File: src/base64url_decoder_top_defines.svh
// Assertion macros for the base64url decoder RTL.
// No dependencies; included by b64u_core, the module that carries assertions.
`ifndef BASE64URL_DECODER_TOP_DEFINES_SVH
`define BASE64URL_DECODER_TOP_DEFINES_SVH

// Same-cycle implication, disabled during reset.
`define B64U_ASSERT_IMPL(label, clk, rst, ante, cons, msg) \
  label: assert property (@(posedge clk) disable iff (rst) (ante) |-> (cons)) \
    else $error(msg);

// Next-cycle implication, disabled during reset.
`define B64U_ASSERT_NEXT(label, clk, rst, ante, cons, msg) \
  label: assert property (@(posedge clk) disable iff (rst) (ante) |=> (cons)) \
    else $error(msg);

`endif

File: src/b64u_pkg.sv
// Package for the base64url decoder: symbol class type, alphabet constants
// and the character lookup function. No dependencies.
`default_nettype none

package b64u_pkg;

  localparam int unsigned SymW  = 8;
  localparam int unsigned DigW  = 6;
  localparam int unsigned CntW  = 3;

  localparam logic [DigW-1:0] LowerBase = 6'd26;
  localparam logic [DigW-1:0] DigitBase = 6'd52;
  localparam logic [DigW-1:0] Val62     = 6'd62;
  localparam logic [DigW-1:0] Val63     = 6'd63;

  typedef struct packed {
    logic            is_data;
    logic            is_pad;
    logic [DigW-1:0] value;
  } sym_t;

  function automatic sym_t sym_lookup(input logic [SymW-1:0] c);
    sym_t s;
    logic [SymW-1:0] diff;
    s    = '0;
    diff = '0;
    if (c >= 8'h41 && c <= 8'h5A) begin
      diff      = c - 8'h41;
      s.is_data = 1'b1;
      s.value   = diff[DigW-1:0];
    end else if (c >= 8'h61 && c <= 8'h7A) begin
      diff      = c - 8'h61;
      s.is_data = 1'b1;
      s.value   = diff[DigW-1:0] + LowerBase;
    end else if (c >= 8'h30 && c <= 8'h39) begin
      diff      = c - 8'h30;
      s.is_data = 1'b1;
      s.value   = diff[DigW-1:0] + DigitBase;
    end else if (c == 8'h2D || c == 8'h2B) begin
      s.is_data = 1'b1;
      s.value   = Val62;
    end else if (c == 8'h5F || c == 8'h2F) begin
      s.is_data = 1'b1;
      s.value   = Val63;
    end else if (c == 8'h3D) begin
      s.is_pad  = 1'b1;
    end
    return s;
  endfunction

endpackage

`default_nettype wire

File: src/base64url_decoder_top.sv
// Top level of the base64url decoder: input register, character classifier
// and bit gatherer. Depends on b64u_pkg, b64u_sym_map and b64u_core.
//
// Streaming base64 decoder taking one character word per cycle unless the
// output stalls, accepting both the URL-safe and the standard alphabet. A
// result word leaves whenever a byte is complete and on the last character of
// each message; the end word carries the status, set when an invalid character
// was seen, in which case bytes already delivered should be discarded.
// Sustained rate is one word per clock unless m_tready stalls the output, set
// by the combinational lookup and gather step between the input and result
// registers. Reset clears all control state at once, no clearing pass needed.
`default_nettype none

module base64url_decoder_top (
  input  wire logic       clk,
  input  wire logic       rst,
  input  wire logic       s_tvalid,
  output logic            s_tready,
  input  wire logic [7:0] s_tdata,   // symbol
  input  wire logic       s_tlast,   // last_symbol
  output logic            m_tvalid,
  input  wire logic       m_tready,
  output logic [7:0]      m_tdata,   // out_byte
  output logic            m_tlast,   // end_of_message
  output logic [1:0]      m_tuser    // bit 0 byte_present, bit 1 status
);
  import b64u_pkg::*;

  logic            in_valid;
  logic [SymW-1:0] in_symbol;
  logic            in_last;
  logic            take;
  sym_t            sym;

  assign s_tready = !in_valid || take;

  always_ff @(posedge clk) begin
    if (rst) begin
      in_valid <= 1'b0;
    end else if (s_tvalid && s_tready) begin
      in_valid <= 1'b1;
    end else if (take) begin
      in_valid <= 1'b0;
    end
  end

  always_ff @(posedge clk) begin
    if (s_tvalid && s_tready) begin
      in_symbol <= s_tdata;
      in_last   <= s_tlast;
    end
  end

  b64u_sym_map u_sym_map (
    .symbol (in_symbol),
    .sym    (sym)
  );

  b64u_core u_core (
    .clk      (clk),
    .rst      (rst),
    .in_valid (in_valid),
    .in_last  (in_last),
    .sym      (sym),
    .take     (take),
    .m_tvalid (m_tvalid),
    .m_tready (m_tready),
    .m_tdata  (m_tdata),
    .m_tlast  (m_tlast),
    .m_tuser  (m_tuser)
  );

endmodule

`default_nettype wire

File: src/b64u_sym_map.sv
// Character classifier: maps one eight-bit character to its six-bit value,
// a padding mark or an invalid mark. Depends on b64u_pkg.
`default_nettype none

module b64u_sym_map (
  input  wire logic [b64u_pkg::SymW-1:0] symbol,
  output b64u_pkg::sym_t                 sym
);
  import b64u_pkg::*;

  always_comb begin
    sym = sym_lookup(symbol);
  end

endmodule

`default_nettype wire

File: src/b64u_core.sv
// Bit gatherer and result register of the base64url decoder: holds the
// leftover bits, padding and error flags. Depends on b64u_pkg and the defines.
`default_nettype none
`include "base64url_decoder_top_defines.svh"

module b64u_core (
  input  wire logic                      clk,
  input  wire logic                      rst,
  input  wire logic                      in_valid,
  input  wire logic                      in_last,
  input  wire b64u_pkg::sym_t            sym,
  output logic                           take,
  output logic                           m_tvalid,
  input  wire logic                      m_tready,
  output logic [7:0]                     m_tdata,  // out_byte
  output logic                           m_tlast,  // end_of_message
  output logic [1:0]                     m_tuser   // byte_present, status
);
  import b64u_pkg::*;

  logic [DigW-1:0] leftover_bits;
  logic [DigW-1:0] leftover_bits_next;
  logic [CntW-1:0] bit_count;
  logic [CntW-1:0] bit_count_next;
  logic            padding_seen;
  logic            error_seen;

  logic            active;
  logic            is_invalid;
  logic [3:0]      bits_sum;
  logic [3:0]      bits_cap;
  logic [3:0]      shift_wide;
  logic [CntW-1:0] shift;
  logic [11:0]     acc;
  logic [11:0]     acc_shifted;
  logic [11:0]     rem_mask;
  logic [11:0]     acc_kept;
  logic            emit;
  logic            has_result;
  logic            status;

  always_comb begin
    active      = !padding_seen && !error_seen;
    is_invalid  = !sym.is_data && !sym.is_pad;
    bits_sum    = {1'b0, bit_count} + 4'd6;
    bits_cap    = (bits_sum > 4'd12) ? 4'd12 : bits_sum;
    shift_wide  = bits_cap - 4'd8;
    shift       = shift_wide[CntW-1:0];
    acc         = {leftover_bits, sym.value};
    acc_shifted = acc >> shift;
    rem_mask    = ~(12'hFFF << shift);
    acc_kept    = acc & rem_mask;
    emit        = active && sym.is_data && (bits_cap >= 4'd8);
    has_result  = emit || in_last;
    status      = in_last && (error_seen || (active && is_invalid));
    take        = in_valid && (!has_result || !m_tvalid || m_tready);
    if (emit) begin
      leftover_bits_next = acc_kept[DigW-1:0];
      bit_count_next     = shift;
    end else begin
      leftover_bits_next = acc[DigW-1:0];
      bit_count_next     = bits_cap[CntW-1:0];
    end
  end

  always_ff @(posedge clk) begin
    if (rst) begin
      leftover_bits <= '0;
      bit_count     <= '0;
      padding_seen  <= 1'b0;
      error_seen    <= 1'b0;
    end else if (take) begin
      if (in_last) begin
        leftover_bits <= '0;
        bit_count     <= '0;
        padding_seen  <= 1'b0;
        error_seen    <= 1'b0;
      end else if (active) begin
        if (is_invalid) begin
          error_seen <= 1'b1;
        end else if (sym.is_pad) begin
          padding_seen <= 1'b1;
        end else begin
          leftover_bits <= leftover_bits_next;
          bit_count     <= bit_count_next;
        end
      end
    end
  end

  always_ff @(posedge clk) begin
    if (rst) begin
      m_tvalid <= 1'b0;
    end else if (take && has_result) begin
      m_tvalid <= 1'b1;
    end else if (m_tready) begin
      m_tvalid <= 1'b0;
    end
  end

  always_ff @(posedge clk) begin
    if (take && has_result) begin
      m_tdata <= emit ? acc_shifted[7:0] : 8'h00;
      m_tlast <= in_last;
      m_tuser <= {status, emit};
    end
  end

  `B64U_ASSERT_IMPL(a_count_even, clk, rst, 1'b1,
    bit_count == 3'd0 || bit_count == 3'd2 || bit_count == 3'd4 || bit_count == 3'd6,
    "leftover bit count left the even values")
  `B64U_ASSERT_IMPL(a_leftover_clean, clk, rst, bit_count == 3'd0,
    leftover_bits == '0, "stale leftover bits with an empty count")
  `B64U_ASSERT_NEXT(a_clear_after_end, clk, rst, take && in_last,
    bit_count == '0 && !padding_seen && !error_seen, "state not cleared after message end")
  `B64U_ASSERT_IMPL(a_result_meaningful, clk, rst, m_tvalid,
    m_tuser[0] || m_tlast, "result word with neither byte nor end")
  `B64U_ASSERT_IMPL(a_status_on_end, clk, rst, m_tvalid && m_tuser[1],
    m_tlast, "invalid status on a word that does not end the message")

endmodule

`default_nettype wire
File: config.mk
export PLATFORM = sky130hd
export DESIGN_NAME = base64url_decoder_top
export DESIGN_NICKNAME = d
export VERILOG_FILES = /design/src/b64u_pkg.sv /design/src/base64url_decoder_top.sv /design/src/b64u_sym_map.sv /design/src/b64u_core.sv
export VERILOG_INCLUDE_DIRS = /design/src /design/src/src
export SDC_FILE = /design/constraint.sdc
export NUM_CORES = 1
export LEC_CHECK = 0
export ABC_CLOCK_PERIOD_IN_PS = 5500
export BUFFER_PORTS_ARGS = -buffer_cell sky130_fd_sc_hd__buf_2
export CAP_MARGIN = 20
export CORE_ASPECT_RATIO = 1.25
export CORE_UTILIZATION = 59
export CTS_BUF_LIST = sky130_fd_sc_hd__clkbuf_16
export DETAILED_ROUTE_END_ITERATION = 10
export GPL_ROUTABILITY_DRIVEN = 1
export GPL_TIMING_DRIVEN = 0
export PLACE_DENSITY_LB_ADDON = 0.25
export SETUP_SLACK_MARGIN = 0.5
export SLEW_MARGIN = 20
export SYNTH_ARGS = -nofsm -noshare
export SYNTH_HDL_FRONTEND = slang
export SYNTH_HIERARCHICAL = 1
export SYNTH_SLANG_ARGS = --single-unit
File: constraint.sdc
create_clock -name clk -period 5.5 [get_ports clk]
set_input_delay 1.65 -clock clk [delete_from_list [all_inputs] [get_ports clk]]
set_output_delay 1.65 -clock clk [all_outputs]
set_load 0.02 [all_outputs]
==> impl_results.md <==
- Yosys top cell area share: 25.4%
- Most frequent cell after synthesis: nand2_1
- DIE WIDTH: 58.7 µm
- Top FF cell, synth: edfxtp_1
- Routed wire per std cell: 16.3 µm
- Final TNS setup: 0 ns
- Nets: 314
- Clk_lat worst skew: 0.27 ns
- Distinct cells, synth: 62
- First-pass detailed-route iteration total: 4
- First-pass GRT wire length: 9040 µm
- Initial Utilization: 62.1%
- Clock sinks: 33
- Fin. max-slew vios: 0
- HP Class: flip-flop to flip-flop
- Drc violations: 0
- Period utilisation layout: 89.3%
- GRT Total Usage: 27.8%
- R2r setup slk: 1.87 ns
- Crit path kind: flip-flop to output pin
- #FFs+latches synth: 33
- Most area-hungry cell type in the Yosys netlist: edfxtp_1
- CTS tree: built
- CTS Buf Count: 5
- Period minus WS final: 4.91 ns
- WP data required: 3.85 ns
- Initial DRC Count: 167
- Initial antenna violation count: 0
- FP Rows: 25
- Critical path launch point type: flip-flop
- Area Overhead vs Synth: 18.0%
- Htree depth: 2
- Final HPWL DP: 3830 µm
- CTS Root Cell: clkbuf_16
- Placer Congestion: 0.944
- Setup WS pre-CTS: 0.433 ns
- Die ar.: 4270 µm²
- Synth area leaders: edfxtp_1 25%, dfxtp_1 11%, ha_1 7.4%, a21oi_1 4.0%, mux2_2 3.8%
- Clk buf depth: 2
- Reg area: 861 µm²
- Clk slew on worst S/H paths: 0.05 ns
- Syn_nets: 274
- Setup violators final: 0
- Crit path top cell by count: buf_6
- Final WL: 5580 µm
- Critical path peak fanout: 9
- Layout cells sized above 1: 24.7%
- Vias in the first global route: 1985
- Final hold vios: 0
- Register area share after synthesis: 36.3%
- Maximum VDD drop: 237 µV
- Overflow after GRT: 0
- Die Ht: 72.8 µm
- DR vias: 2079
- EDFF count, synth: 20
- CP max-delay cell: or4b_4
- Setup crit end kind: output pin
- Post-route ant nets: 0
- Area taken by multi-input logic gates: 1430 µm²
- RSZ-0062 raised after global routing: false
- # port buffers: 25
- Post-Synthesis Cells: 247
- Pin count of the biggest net entering global routing: 12
- Crit path largest cell delay: 0.48 ns
- Leak Pwr: 0.00106 µW
- Area of the mapped netlist: 2370 µm²
- CP Data Arrival Time: 3.26 ns
- Max Cap Viol: 0
- Status: finished clean
- # IOs: 26
- Diodes inserted: 0
- Synth Area per Inst: 9.59 µm²
- # hold bufs at CTS: 0
- Ys async rst share: 0%
- Maximum clock frequency: 0.204 GHz
- Final WS setup: 0.591 ns
- Top cells by count, synth: 22 x nand2_1, 20 x edfxtp_1, 19 x a21oi_1
- Core Region: 3820 µm²
- Cells along the critical path: buf_6 -> inv_2 -> ha_1 -> clkinv_1 -> o211a_4 -> nor4_4 -> buf_6 -> nor2_1 -> nand2_1 -> or4b_4 -> buf_6 -> a22o_4 -> nand2b_4 -> buf_2
- Clock Skews: 0.00372 ns
- Pwr dens: 240 nW/µm²
- Vias per inst: 6.08
- Max_slew headroom: 47.3%
- Worst slew pin tran: 0.784 ns
- Layout fillers: 306
- YS warnings: 6
cells in the final DEF (no fill, tap or decap), types with 3 or more instances in the layout:
master	count
buf_2	26
nand2_1	22
edfxtp_1	20
a21oi_1	19
ha_1	14
dfxtp_1	13
nor2_1	13
inv_1	10
o21ai_0	10
buf_4	9
nor2b_1	8
mux2_2	8
mux2i_1	6
clkbuf_16	5
clkbuf_1	5
xnor2_1	5
inv_2	4
nand2b_1	4
o21a_1	4
nor3_1	4
a211oi_1	4
o31ai_1	4
o211ai_1	4
nand3_1	4
a22oi_1	4
a21o_1	4
buf_6	3
o41ai_1	3
a31oi_1	3
or3_1	3
nand3b_1	3
final timing paths:
path | startpoint | end | cells after the start
worst max-delay path | in_symbol[2]$_DFFE_PP_ | s_tready | 14
worst min-delay path | u_core/leftover_bits[5]$_SDFFE_PP0P_ | u_core/leftover_bits[5]$_SDFFE_PP0P_ | 2
worst max register to register | in_symbol[2]$_DFFE_PP_ | u_core/bit_count[1]$_SDFFE_PP0P_ | 14
worst min register to register | u_core/leftover_bits[5]$_SDFFE_PP0P_ | u_core/leftover_bits[5]$_SDFFE_PP0P_ | 2
power by group:
group	internal (µW)	leakage (µW)	switching, µW
combinational	52.4	0.000689	76.7
clock	162	0.0000738	93.4
sequential	277	0.000294	9.99
total	491	0.00106	180
critical path: cells and delay by family (launching register included):
family	cells	cell delay [ns]
AND/OR/NAND/NOR	5	1.12
buffers and inverters	6	0.79
AO/OA/AOI/OAI	2	0.51
flip-flops	1	0.42
adder cells (fa/ha/maj)	1	0.14
kinds of logic after synthesis:
kind of cell,count (synthesis),share of synthesized area [%]
and+or+nand+nor,83,21.3
AOI/OAI and AO/OA,72,21.6
DFF,33,36.3
buffers and inverters,24,4.44
muxes,14,6.34
adders and majority gates,14,7.40
xor gates and xnor gates,7,2.59
cell type report:
| type | instances | share of cell area, % |
|---|---|---|
| tap | 54 | 2.42 |
| multi-input combinational | 190 | 51.1 |
| sequential | 33 | 30.8 |
| inverter | 13 | 1.75 |
| timing repair buffer | 33 | 6.63 |
| clock inverter | 3 | 0.403 |
| clock buffer | 5 | 4.48 |
| buffer | 11 | 2.46 |
metal layers:
| metal | track usage [%] | wire [µm] | up-vias |
|---|---|---|---|
| met5 | 0 | 0 | - |
| met3 | 4.08 | 335 | 9 |
| li1 | - | - | 1006 |
| met1 | 34.2 | 2380 | 991 |
| met4 | 10.1 | 91 | 0 |
| met2 | 49.2 | 2770 | 73 |
metrics by stage:
| step | hold WS [ns] | area (µm²) | total power (µW) | cells | utilization [%] |
|---|---|---|---|---|---|
| after floorplan | 0.449 | 2370 | 376 | 247 | - |
| after global placement | 0.459 | 2560 | 405 | 326 | 67.1 |
| after global routing | 0.519 | 2790 | 699 | 342 | 73.2 |
| after detailed placement | 0.480 | 2560 | 408 | 326 | 67.1 |
| final | 0.486 | 2790 | 671 | 342 | 73.2 |
| after CTS | 0.486 | 2760 | 670 | 341 | 72.4 |
state kept, by name (all words and copies together) (netlist names):
register / count
in_symbol: 8
u_core/leftover_bits: 6
u_core/m_tlast: 1
u_core/m_tdata: 8
in_last: 1
u_core/error_seen: 1
u_core/m_tuser: 2
u_core/m_tvalid: 1
in_valid: 1
u_core/padding_seen: 1
u_core/bit_count: 3
timing repair:
item                                    CTS  global route
endpoints found under the setup margin    1             1
pin swaps                                 1             1
gates resized for setup                   4             7
setup buffers                             7             1
Note: power is estimated with default switching activity, not from simulation.
